## src/hw/rtl/aesd_pkg.sv

```systemverilog
// Package for the AES block decrypter: word types, S-box tables and GF(2^8) helpers.
// Has no dependencies; every other file in the block imports it.

package aesd_pkg;

   localparam int BLOCK_BITS = 128;
   localparam int RCON_COUNT = 10;

   typedef struct packed {
      logic [63:0] block_hi;
      logic [63:0] block_lo;
      logic [63:0] key_0;
      logic [63:0] key_1;
      logic [63:0] key_2;
      logic [63:0] key_3;
   } req_type;

   typedef struct packed {
      logic [63:0] plain_hi;
      logic [63:0] plain_lo;
   } rsp_type;

   localparam logic [7:0] RCON_TBL [RCON_COUNT] = '{
      8'h01, 8'h02, 8'h04, 8'h08, 8'h10, 8'h20, 8'h40, 8'h80, 8'h1b, 8'h36
   };

   localparam logic [7:0] SBOX_TBL [256] = '{
      8'h63, 8'h7c, 8'h77, 8'h7b, 8'hf2, 8'h6b, 8'h6f, 8'hc5,
      8'h30, 8'h01, 8'h67, 8'h2b, 8'hfe, 8'hd7, 8'hab, 8'h76,
      8'hca, 8'h82, 8'hc9, 8'h7d, 8'hfa, 8'h59, 8'h47, 8'hf0,
      8'had, 8'hd4, 8'ha2, 8'haf, 8'h9c, 8'ha4, 8'h72, 8'hc0,
      8'hb7, 8'hfd, 8'h93, 8'h26, 8'h36, 8'h3f, 8'hf7, 8'hcc,
      8'h34, 8'ha5, 8'he5, 8'hf1, 8'h71, 8'hd8, 8'h31, 8'h15,
      8'h04, 8'hc7, 8'h23, 8'hc3, 8'h18, 8'h96, 8'h05, 8'h9a,
      8'h07, 8'h12, 8'h80, 8'he2, 8'heb, 8'h27, 8'hb2, 8'h75,
      8'h09, 8'h83, 8'h2c, 8'h1a, 8'h1b, 8'h6e, 8'h5a, 8'ha0,
      8'h52, 8'h3b, 8'hd6, 8'hb3, 8'h29, 8'he3, 8'h2f, 8'h84,
      8'h53, 8'hd1, 8'h00, 8'hed, 8'h20, 8'hfc, 8'hb1, 8'h5b,
      8'h6a, 8'hcb, 8'hbe, 8'h39, 8'h4a, 8'h4c, 8'h58, 8'hcf,
      8'hd0, 8'hef, 8'haa, 8'hfb, 8'h43, 8'h4d, 8'h33, 8'h85,
      8'h45, 8'hf9, 8'h02, 8'h7f, 8'h50, 8'h3c, 8'h9f, 8'ha8,
      8'h51, 8'ha3, 8'h40, 8'h8f, 8'h92, 8'h9d, 8'h38, 8'hf5,
      8'hbc, 8'hb6, 8'hda, 8'h21, 8'h10, 8'hff, 8'hf3, 8'hd2,
      8'hcd, 8'h0c, 8'h13, 8'hec, 8'h5f, 8'h97, 8'h44, 8'h17,
      8'hc4, 8'ha7, 8'h7e, 8'h3d, 8'h64, 8'h5d, 8'h19, 8'h73,
      8'h60, 8'h81, 8'h4f, 8'hdc, 8'h22, 8'h2a, 8'h90, 8'h88,
      8'h46, 8'hee, 8'hb8, 8'h14, 8'hde, 8'h5e, 8'h0b, 8'hdb,
      8'he0, 8'h32, 8'h3a, 8'h0a, 8'h49, 8'h06, 8'h24, 8'h5c,
      8'hc2, 8'hd3, 8'hac, 8'h62, 8'h91, 8'h95, 8'he4, 8'h79,
      8'he7, 8'hc8, 8'h37, 8'h6d, 8'h8d, 8'hd5, 8'h4e, 8'ha9,
      8'h6c, 8'h56, 8'hf4, 8'hea, 8'h65, 8'h7a, 8'hae, 8'h08,
      8'hba, 8'h78, 8'h25, 8'h2e, 8'h1c, 8'ha6, 8'hb4, 8'hc6,
      8'he8, 8'hdd, 8'h74, 8'h1f, 8'h4b, 8'hbd, 8'h8b, 8'h8a,
      8'h70, 8'h3e, 8'hb5, 8'h66, 8'h48, 8'h03, 8'hf6, 8'h0e,
      8'h61, 8'h35, 8'h57, 8'hb9, 8'h86, 8'hc1, 8'h1d, 8'h9e,
      8'he1, 8'hf8, 8'h98, 8'h11, 8'h69, 8'hd9, 8'h8e, 8'h94,
      8'h9b, 8'h1e, 8'h87, 8'he9, 8'hce, 8'h55, 8'h28, 8'hdf,
      8'h8c, 8'ha1, 8'h89, 8'h0d, 8'hbf, 8'he6, 8'h42, 8'h68,
      8'h41, 8'h99, 8'h2d, 8'h0f, 8'hb0, 8'h54, 8'hbb, 8'h16
   };

   localparam logic [7:0] INV_SBOX_TBL [256] = '{
      8'h52, 8'h09, 8'h6a, 8'hd5, 8'h30, 8'h36, 8'ha5, 8'h38,
      8'hbf, 8'h40, 8'ha3, 8'h9e, 8'h81, 8'hf3, 8'hd7, 8'hfb,
      8'h7c, 8'he3, 8'h39, 8'h82, 8'h9b, 8'h2f, 8'hff, 8'h87,
      8'h34, 8'h8e, 8'h43, 8'h44, 8'hc4, 8'hde, 8'he9, 8'hcb,
      8'h54, 8'h7b, 8'h94, 8'h32, 8'ha6, 8'hc2, 8'h23, 8'h3d,
      8'hee, 8'h4c, 8'h95, 8'h0b, 8'h42, 8'hfa, 8'hc3, 8'h4e,
      8'h08, 8'h2e, 8'ha1, 8'h66, 8'h28, 8'hd9, 8'h24, 8'hb2,
      8'h76, 8'h5b, 8'ha2, 8'h49, 8'h6d, 8'h8b, 8'hd1, 8'h25,
      8'h72, 8'hf8, 8'hf6, 8'h64, 8'h86, 8'h68, 8'h98, 8'h16,
      8'hd4, 8'ha4, 8'h5c, 8'hcc, 8'h5d, 8'h65, 8'hb6, 8'h92,
      8'h6c, 8'h70, 8'h48, 8'h50, 8'hfd, 8'hed, 8'hb9, 8'hda,
      8'h5e, 8'h15, 8'h46, 8'h57, 8'ha7, 8'h8d, 8'h9d, 8'h84,
      8'h90, 8'hd8, 8'hab, 8'h00, 8'h8c, 8'hbc, 8'hd3, 8'h0a,
      8'hf7, 8'he4, 8'h58, 8'h05, 8'hb8, 8'hb3, 8'h45, 8'h06,
      8'hd0, 8'h2c, 8'h1e, 8'h8f, 8'hca, 8'h3f, 8'h0f, 8'h02,
      8'hc1, 8'haf, 8'hbd, 8'h03, 8'h01, 8'h13, 8'h8a, 8'h6b,
      8'h3a, 8'h91, 8'h11, 8'h41, 8'h4f, 8'h67, 8'hdc, 8'hea,
      8'h97, 8'hf2, 8'hcf, 8'hce, 8'hf0, 8'hb4, 8'he6, 8'h73,
      8'h96, 8'hac, 8'h74, 8'h22, 8'he7, 8'had, 8'h35, 8'h85,
      8'he2, 8'hf9, 8'h37, 8'he8, 8'h1c, 8'h75, 8'hdf, 8'h6e,
      8'h47, 8'hf1, 8'h1a, 8'h71, 8'h1d, 8'h29, 8'hc5, 8'h89,
      8'h6f, 8'hb7, 8'h62, 8'h0e, 8'haa, 8'h18, 8'hbe, 8'h1b,
      8'hfc, 8'h56, 8'h3e, 8'h4b, 8'hc6, 8'hd2, 8'h79, 8'h20,
      8'h9a, 8'hdb, 8'hc0, 8'hfe, 8'h78, 8'hcd, 8'h5a, 8'hf4,
      8'h1f, 8'hdd, 8'ha8, 8'h33, 8'h88, 8'h07, 8'hc7, 8'h31,
      8'hb1, 8'h12, 8'h10, 8'h59, 8'h27, 8'h80, 8'hec, 8'h5f,
      8'h60, 8'h51, 8'h7f, 8'ha9, 8'h19, 8'hb5, 8'h4a, 8'h0d,
      8'h2d, 8'he5, 8'h7a, 8'h9f, 8'h93, 8'hc9, 8'h9c, 8'hef,
      8'ha0, 8'he0, 8'h3b, 8'h4d, 8'hae, 8'h2a, 8'hf5, 8'hb0,
      8'hc8, 8'heb, 8'hbb, 8'h3c, 8'h83, 8'h53, 8'h99, 8'h61,
      8'h17, 8'h2b, 8'h04, 8'h7e, 8'hba, 8'h77, 8'hd6, 8'h26,
      8'he1, 8'h69, 8'h14, 8'h63, 8'h55, 8'h21, 8'h0c, 8'h7d
   };

   function automatic logic [31:0] sub_word(input logic [31:0] w);
      return {SBOX_TBL[w[31:24]], SBOX_TBL[w[23:16]], SBOX_TBL[w[15:8]], SBOX_TBL[w[7:0]]};
   endfunction

   function automatic logic [31:0] rot_sub_word(input logic [31:0] w);
      return {SBOX_TBL[w[23:16]], SBOX_TBL[w[15:8]], SBOX_TBL[w[7:0]], SBOX_TBL[w[31:24]]};
   endfunction

   function automatic logic [7:0] xtime(input logic [7:0] b);
      return {b[6:0], 1'b0} ^ (b[7] ? 8'h1b : 8'h00);
   endfunction

   function automatic logic [31:0] inv_mix_col(input logic [31:0] w);
      logic [7:0] a [4];
      logic [7:0] x2 [4];
      logic [7:0] x4 [4];
      logic [7:0] x8 [4];
      logic [7:0] m9 [4];
      logic [7:0] m11 [4];
      logic [7:0] m13 [4];
      logic [7:0] m14 [4];
      for (int i = 0; i < 4; i++) begin
         a[i]   = w[31 - 8 * i -: 8];
         x2[i]  = xtime(a[i]);
         x4[i]  = xtime(x2[i]);
         x8[i]  = xtime(x4[i]);
         m9[i]  = x8[i] ^ a[i];
         m11[i] = x8[i] ^ x2[i] ^ a[i];
         m13[i] = x8[i] ^ x4[i] ^ a[i];
         m14[i] = x8[i] ^ x4[i] ^ x2[i];
      end
      return {m14[0] ^ m11[1] ^ m13[2] ^ m9[3],
              m9[0] ^ m14[1] ^ m11[2] ^ m13[3],
              m13[0] ^ m9[1] ^ m14[2] ^ m11[3],
              m11[0] ^ m13[1] ^ m9[2] ^ m14[3]};
   endfunction

   // Byte k of the state sits at bits 127-8k down; row k mod 4, column k div 4.
   function automatic logic [BLOCK_BITS-1:0] inv_shift_sub(input logic [BLOCK_BITS-1:0] s);
      logic [BLOCK_BITS-1:0] t;
      int src;
      t = '0;
      for (int r = 0; r < 4; r++) begin
         for (int c = 0; c < 4; c++) begin
            src = r + 4 * ((c - r + 4) % 4);
            t[127 - 8 * (r + 4 * c) -: 8] = INV_SBOX_TBL[s[127 - 8 * src -: 8]];
         end
      end
      return t;
   endfunction

endpackage

```

## src/hw/rtl/aesd_kexp.sv

```systemverilog
// One forward key-expansion stage: extends the key window by up to four words.
// Depends on aesd_pkg for the S-box and round constants.

module aesd_kexp #(
   parameter int KEY_WORDS = 4,
   parameter int BASE      = 0,
   parameter int STEP      = 4
) (
   input  logic                        clock,
   input  logic                        en,
   input  logic [127:0]                blk_i,
   input  logic [KEY_WORDS-1:0][31:0]  win_i,
   output logic [127:0]                blk_o,
   output logic [KEY_WORDS-1:0][31:0]  win_o
);
   import aesd_pkg::*;

   logic [31:0]                ext [KEY_WORDS+STEP];
   logic [KEY_WORDS-1:0][31:0] win_in;
   logic [KEY_WORDS-1:0][31:0] win_ff;
   logic [127:0]               blk_ff;

   for (genvar k = 0; k < KEY_WORDS; k++) begin : g_old
      assign ext[k] = win_i[k];
   end

   for (genvar m = 0; m < STEP; m++) begin : g_new
      localparam int IDX = BASE + KEY_WORDS + m;
      if (IDX % KEY_WORDS == 0) begin : g_rot
         localparam int RI = IDX / KEY_WORDS - 1;
         assign ext[KEY_WORDS+m] = ext[m] ^ rot_sub_word(ext[KEY_WORDS+m-1])
                                   ^ {RCON_TBL[RI], 24'h0};
      end else if (KEY_WORDS > 6 && IDX % KEY_WORDS == 4) begin : g_sub
         assign ext[KEY_WORDS+m] = ext[m] ^ sub_word(ext[KEY_WORDS+m-1]);
      end else begin : g_xor
         assign ext[KEY_WORDS+m] = ext[m] ^ ext[KEY_WORDS+m-1];
      end
   end

   for (genvar k = 0; k < KEY_WORDS; k++) begin : g_win
      assign win_in[k] = ext[STEP+k];
   end

   always_ff @(posedge clock) begin
      if (en) begin
         win_ff <= win_in;
         blk_ff <= blk_i;
      end
   end

   assign blk_o = blk_ff;
   assign win_o = win_ff;

endmodule

```

## config.mk

```make
export PLATFORM = sky130hd
export DESIGN_NAME = aesd_kexp
export DESIGN_NICKNAME = d
export VERILOG_FILES = /design/src/hw/rtl/aesd_pkg.sv /design/src/hw/rtl/aesd_kexp.sv
export SDC_FILE = /design/constraint.sdc
export NUM_CORES = 1
export LEC_CHECK = 0
export ABC_AREA = 1
export BUFFER_PORTS_ARGS = -buffer_cell sky130_fd_sc_hd__buf_2
export CORE_ASPECT_RATIO = 0.5
export CORE_MARGIN = 2
export CORE_UTILIZATION = 57
export CTS_BUF_LIST = sky130_fd_sc_hd__clkbuf_4
export CTS_CLUSTER_SIZE = 10
export DETAILED_ROUTE_END_ITERATION = 10
export MAX_ROUTING_LAYER = met4
export PLACE_DENSITY = 0.84
export SLEW_MARGIN = 20
export SYNTH_ARGS = -nofsm -noshare
export SYNTH_HDL_FRONTEND = slang
export SYNTH_SLANG_ARGS = --single-unit
```

## constraint.sdc

```tcl
create_clock -name clock -period 2.7 [get_ports clock]
set_input_delay 0.135 -clock clock [delete_from_list [all_inputs] [get_ports clock]]
set_output_delay 0.135 -clock clock [all_outputs]
set_load 0.02 [all_outputs]
```

==> results of run 1 <==
[metrics by stage]
stage          util [%]  TNS, ns  area [um2]
4_1_cts            78.5        0       29600
3_5_place_dp       68.7   -0.385       25900
3_3_place_gp       68.7  -0.0482       25900
2_1_floorplan         -        0       22000
[cells in the mapped netlist]
library cell	count	share of area, %
nor2_2	3	0.085
a21oi_2	1	0.040
buf_6	5	0.26
clkbuf_1	58	0.99
a21boi_0	1	0.034
buf_2	90	2.0
o211ai_1	9	0.31
a31oi_1	1	0.028
nand3b_1	15	0.51
edfxtp_1	256	35
nor2_1	180	3.1
inv_2	12	0.20
inv_4	1	0.028
nand3_1	1134	26
nand2_1	1113	19
o21ai_0	57	1.3
clkinv_1	8	0.14
buf_4	13	0.44
inv_1	189	3.2
nand2_2	14	0.40
ha_1	60	3.4
buf_1	28	0.48
nand2_4	1	0.051
nand4_1	19	0.54
or2_2	2	0.057
a21oi_1	102	2.3
nor3_1	2	0.046
o21ai_1	6	0.14
[logic make-up after synthesis]
group,Yosys count,synth area share (%)
simple gates,2483,49.6
fa+ha+maj,60,3.42
flops,256,35.0
compound gates,177,4.17
buf+inv,404,7.82
[per-layer routing]
layer / GRT overflow / track usage, %
met4: 63 / 69.6
met1: 10 / 77.2
met2: 53 / 91.1
met3: 13 / 62.4
met5: - / -
[repair_timing]
| item | CTS |
|---|---|
| hold endpoints to repair | 310 |
| hold buffers | 294 |
| endpoints found under the setup margin | 0 |
==> results.yml, run 1 <==
run_status:
  status: "did not finish"
  haltStage: "5_1_grt"
  tool.error: "[ERROR GRT-0232] Routing congestion too high. Check the congestion heatmap in the GUI."
clock_network:
  cts_setup_buffers: 0
  clockRootBuffer: "clkbuf_4"
  max-clock-path-buffers: 3
  htreeDepth: 2
  numCtsBuffers: 57
  ctsResizeCount: 0
  clock-sinks: 256
timing:
  worstEndpointType: "sequential cell input"
  worst_endpoint: "win_o[96]$_DFFE_PP_/D"
synth:
  syn_avg_cell_area_um2: 6.50
  synth_cells: 3380
  ys_ff_latch: 256
  synth_warnings: 0
  synth.cell_area_um2: 22000
  synth_cell_types: 28
  seq_area_frac_synth_pct: 35.0
  syn_nets: 3698
place:
  io_buffers: 513
  dp_hpwl_mm: 75.0
  gp_congestion: 1.23
  dp.cells: 4396
  dpl_worst_slack_ns: -0.0924
floorplanning:
  dieHeight_um: 143
  initial_core_util_pct: 58.3
  die_w_um: 282
  ios: 514
  rows: 50
global_routing:
  grt.total_usage_pct: 76.8
  grt_overflow: 139
  grt_max_degree: 80
==> run 2: changes to the inputs <==
CORE_ASPECT_RATIO = unset   (was 0.5)
CORE_UTILIZATION = 40   (was 57)
CTS_BUF_LIST = unset   (was sky130_fd_sc_hd__clkbuf_4)
CTS_CLUSTER_SIZE = unset   (was 10)
MAX_ROUTING_LAYER = unset   (was met4)
PLACE_DENSITY = unset   (was 0.84)
PLACE_DENSITY_LB_ADDON = 0.15   (was unset)
==> results.yml, run 2 <==
min_path:
  min_from: "win_i[120]"
  min_path_type: "primary input to flip-flop"
  hold-path-endpoint: "win_o[120]"
  holdPathStages: 4
synth:
  synth.top_cell.area_share_pct: 35.0
  syn_avg_cell_area_um2: 6.50
  synthFlopType: "edfxtp_1"
  syn_nets: 3698
  synthTopCellsByCount: "nand3_1, nand2_1, edfxtp_1, inv_1, nor2_1"
  synth_cells: 3380
  seq_area_frac_synth_pct: 35.0
  synth_warnings: 0
  synth.cell_area_um2: 22000
  yosysMostFrequentCell: "nand3_1"
  synth-edff-count: 256
  yosys-top-cells-area: "edfxtp_1, nand3_1, nand2_1, ha_1, inv_1"
  synth_cell_types: 28
  synthArstFlopShare_pct: 0
  ys_ff_latch: 256
  yosysTopAreaCell: "edfxtp_1"
timing:
  finalSetupTns_ns: 0
  setup_viol: 0
  finalHoldViolCount: 0
  period_minus_slack_ns: 2.43
  fmax_mhz: 411
  finalMaxSlewViolations: 0
  tightestPinTransition_ns: 0.679
  holdWs_ns: 0.00851
  rsz0062_at_grt: "no"
  period_share_pct: 90.1
  slew-limit-headroom_pct: 54.7
clock_network:
  clock-sinks: 256
  max-clock-path-buffers: 3
  clk_pin_slew_ns: 0.07
  numCtsBuffers: 29
  cts_tree: "built"
  clockRootBuffer: "clkbuf_16"
  htreeDepth: 1
  cts_setup_buffers: 0
global_routing:
  grt_pass1_wl_mm: 165
  grt_max_degree: 79
  grt_antenna_before_repair: 11
  grt_overflow: 0
  grt_pass1_vias: 27100
  grt.total_usage_pct: 37.8
layout:
  most-common-layout-cells: "nand3_1, nand2_1, buf_2"
  fin_util_pct: 56.1
  layout-drive-gt1-share_pct: 21.4
  area_growth_pct: 38.0
  layout_commonest_cell: "nand3_1"
  layout.nets: 4573
place:
  io_buffers: 513
  dp_hpwl_mm: 82.8
  gp_congestion: 1.07
floorplanning:
  dieHeight_um: 238
  rows: 85
  die_w_um: 238
  die-area_um2: 56800
  ios: 514
  initial_core_util_pct: 40.7
  core-area_um2: 54000
run:
  cap_violations: 0
worst_setup_path:
  crit_arrival_ns: 2.77
  required_ns: 3.04
  criticalPathCategory: "primary input to flip-flop"
  path_max_fanout: 7
  startpoint_type: "primary input"
  critPathLaunch: "win_i[105]"
  cp-end-kind: "flip-flop"
pwr:
  internal-power_mw: 8.89
  ir_drop_mv: 0.406
  pwr-share-comb_pct: 37.7
  p_clk_share_pct: 27.2
  p_leak_nw: 15.2
  seq_power_share_pct: 35.2
  powerDensity_nw_per_um2: 468
  switchingPower_mw: 5.32
  swShare_pct: 37.4
routing:
  ant_nets: 0
  routedWlPerCell_um: 22.5
  detail_route.first_pass.iterations: 8
  routed_via_density: 5.80
  drc: 0
  drtIter0Drc: 3580
  wirelength_mm: 112
  vias: 28800
run_status:
  status: "finished clean"
## run 2: cell counts after synthesis
Identical to the previous run, type by type.
## run 2: per-stage QoR
step                setup WS [ns]  area (um2)  power (mW)  cells
finish                      0.266       30300        14.2   4976
global route              0.00713       30300        14.8   4976
CTS                         0.210       30300        14.1   4970
detailed placement         -0.140       27300        9.99   4715
global placement           -0.157       27300        10.0   4715
floorplan                   0.230       22000        7.85   3380
## run 2: worst max-delay path by stage
stage | endpoint
finish | win_o[82]
CTS | win_o[82]
floorplan | win_o[99]
detailed placement | win_o[122]
global placement | win_o[122]
global route | win_o[82]
## run 2: cell type report
class,instances,area (um2)
fillers,5359,23700
well taps,696,871
clock inverters,15,144
multi-input cells,2720,12600
clock buffers,35,748
inverters,210,793
diodes,6,15.0
repair buffers,1038,7480
flip-flops and latches,256,7690
## run 2: power by group through the flow
stage               sequential, mW  clock [mW]  combinational [mW]
global placement              5.06           0                4.96
detailed placement            5.06           0                4.92
finish                        5.00        3.86                5.35
CTS                           4.99        3.90                5.19
global route                  5.03        4.06                5.72
floorplan                     5.60           0                2.25
## run 2: kinds of logic (layout without fill, tap and decap cells)
logic type               count (synthesis)  after routing  share of synthesized area [%]
AND/OR/NAND/NOR                       2483           2483                           49.6
buffers and inverters                  404           1298                           7.82
flip-flops                             256            256                           35.0
AO/OA/AOI/OAI                          177            177                           4.17
adder cells (fa/ha/maj)                 60             60                           3.42
other                                    0              6                              0
## run 2: per-layer routing
metal / GRT usage, % / vias up / share of wire (%)
met1: 46.8 / 13100 / 37
li1: - / 13300 / -
met5: 0 / - / 0.061
met4: 21.6 / 10 / 6.5
met2: 61.0 / 2019 / 45
met3: 8.13 / 425 / 11
## run 2: critical path, stage by stage
cell           delay [ns]
buf_2                0.11
inv_1                0.13
ha_2                 0.35
inv_1                0.10
nand2_2              0.15
nand3_1              0.15
nand3_1              0.12
nand3_1              0.10
nand3_1              0.16
nand3_1              0.17
nand3_1              0.16
nand2_1              0.15
nand2_1              0.08
nand3_1              0.09
nand2_1              0.07
dlygate4sd3_1        0.55
## run 2: timing repair
action / CTS / global route
endpoints found under the hold margin: 229 / 0
hold buffers: 205 / 0
endpoints found under the setup margin: 0 / 1
gates resized for setup: 0 / 10
(Power assumes the default switching activity.)
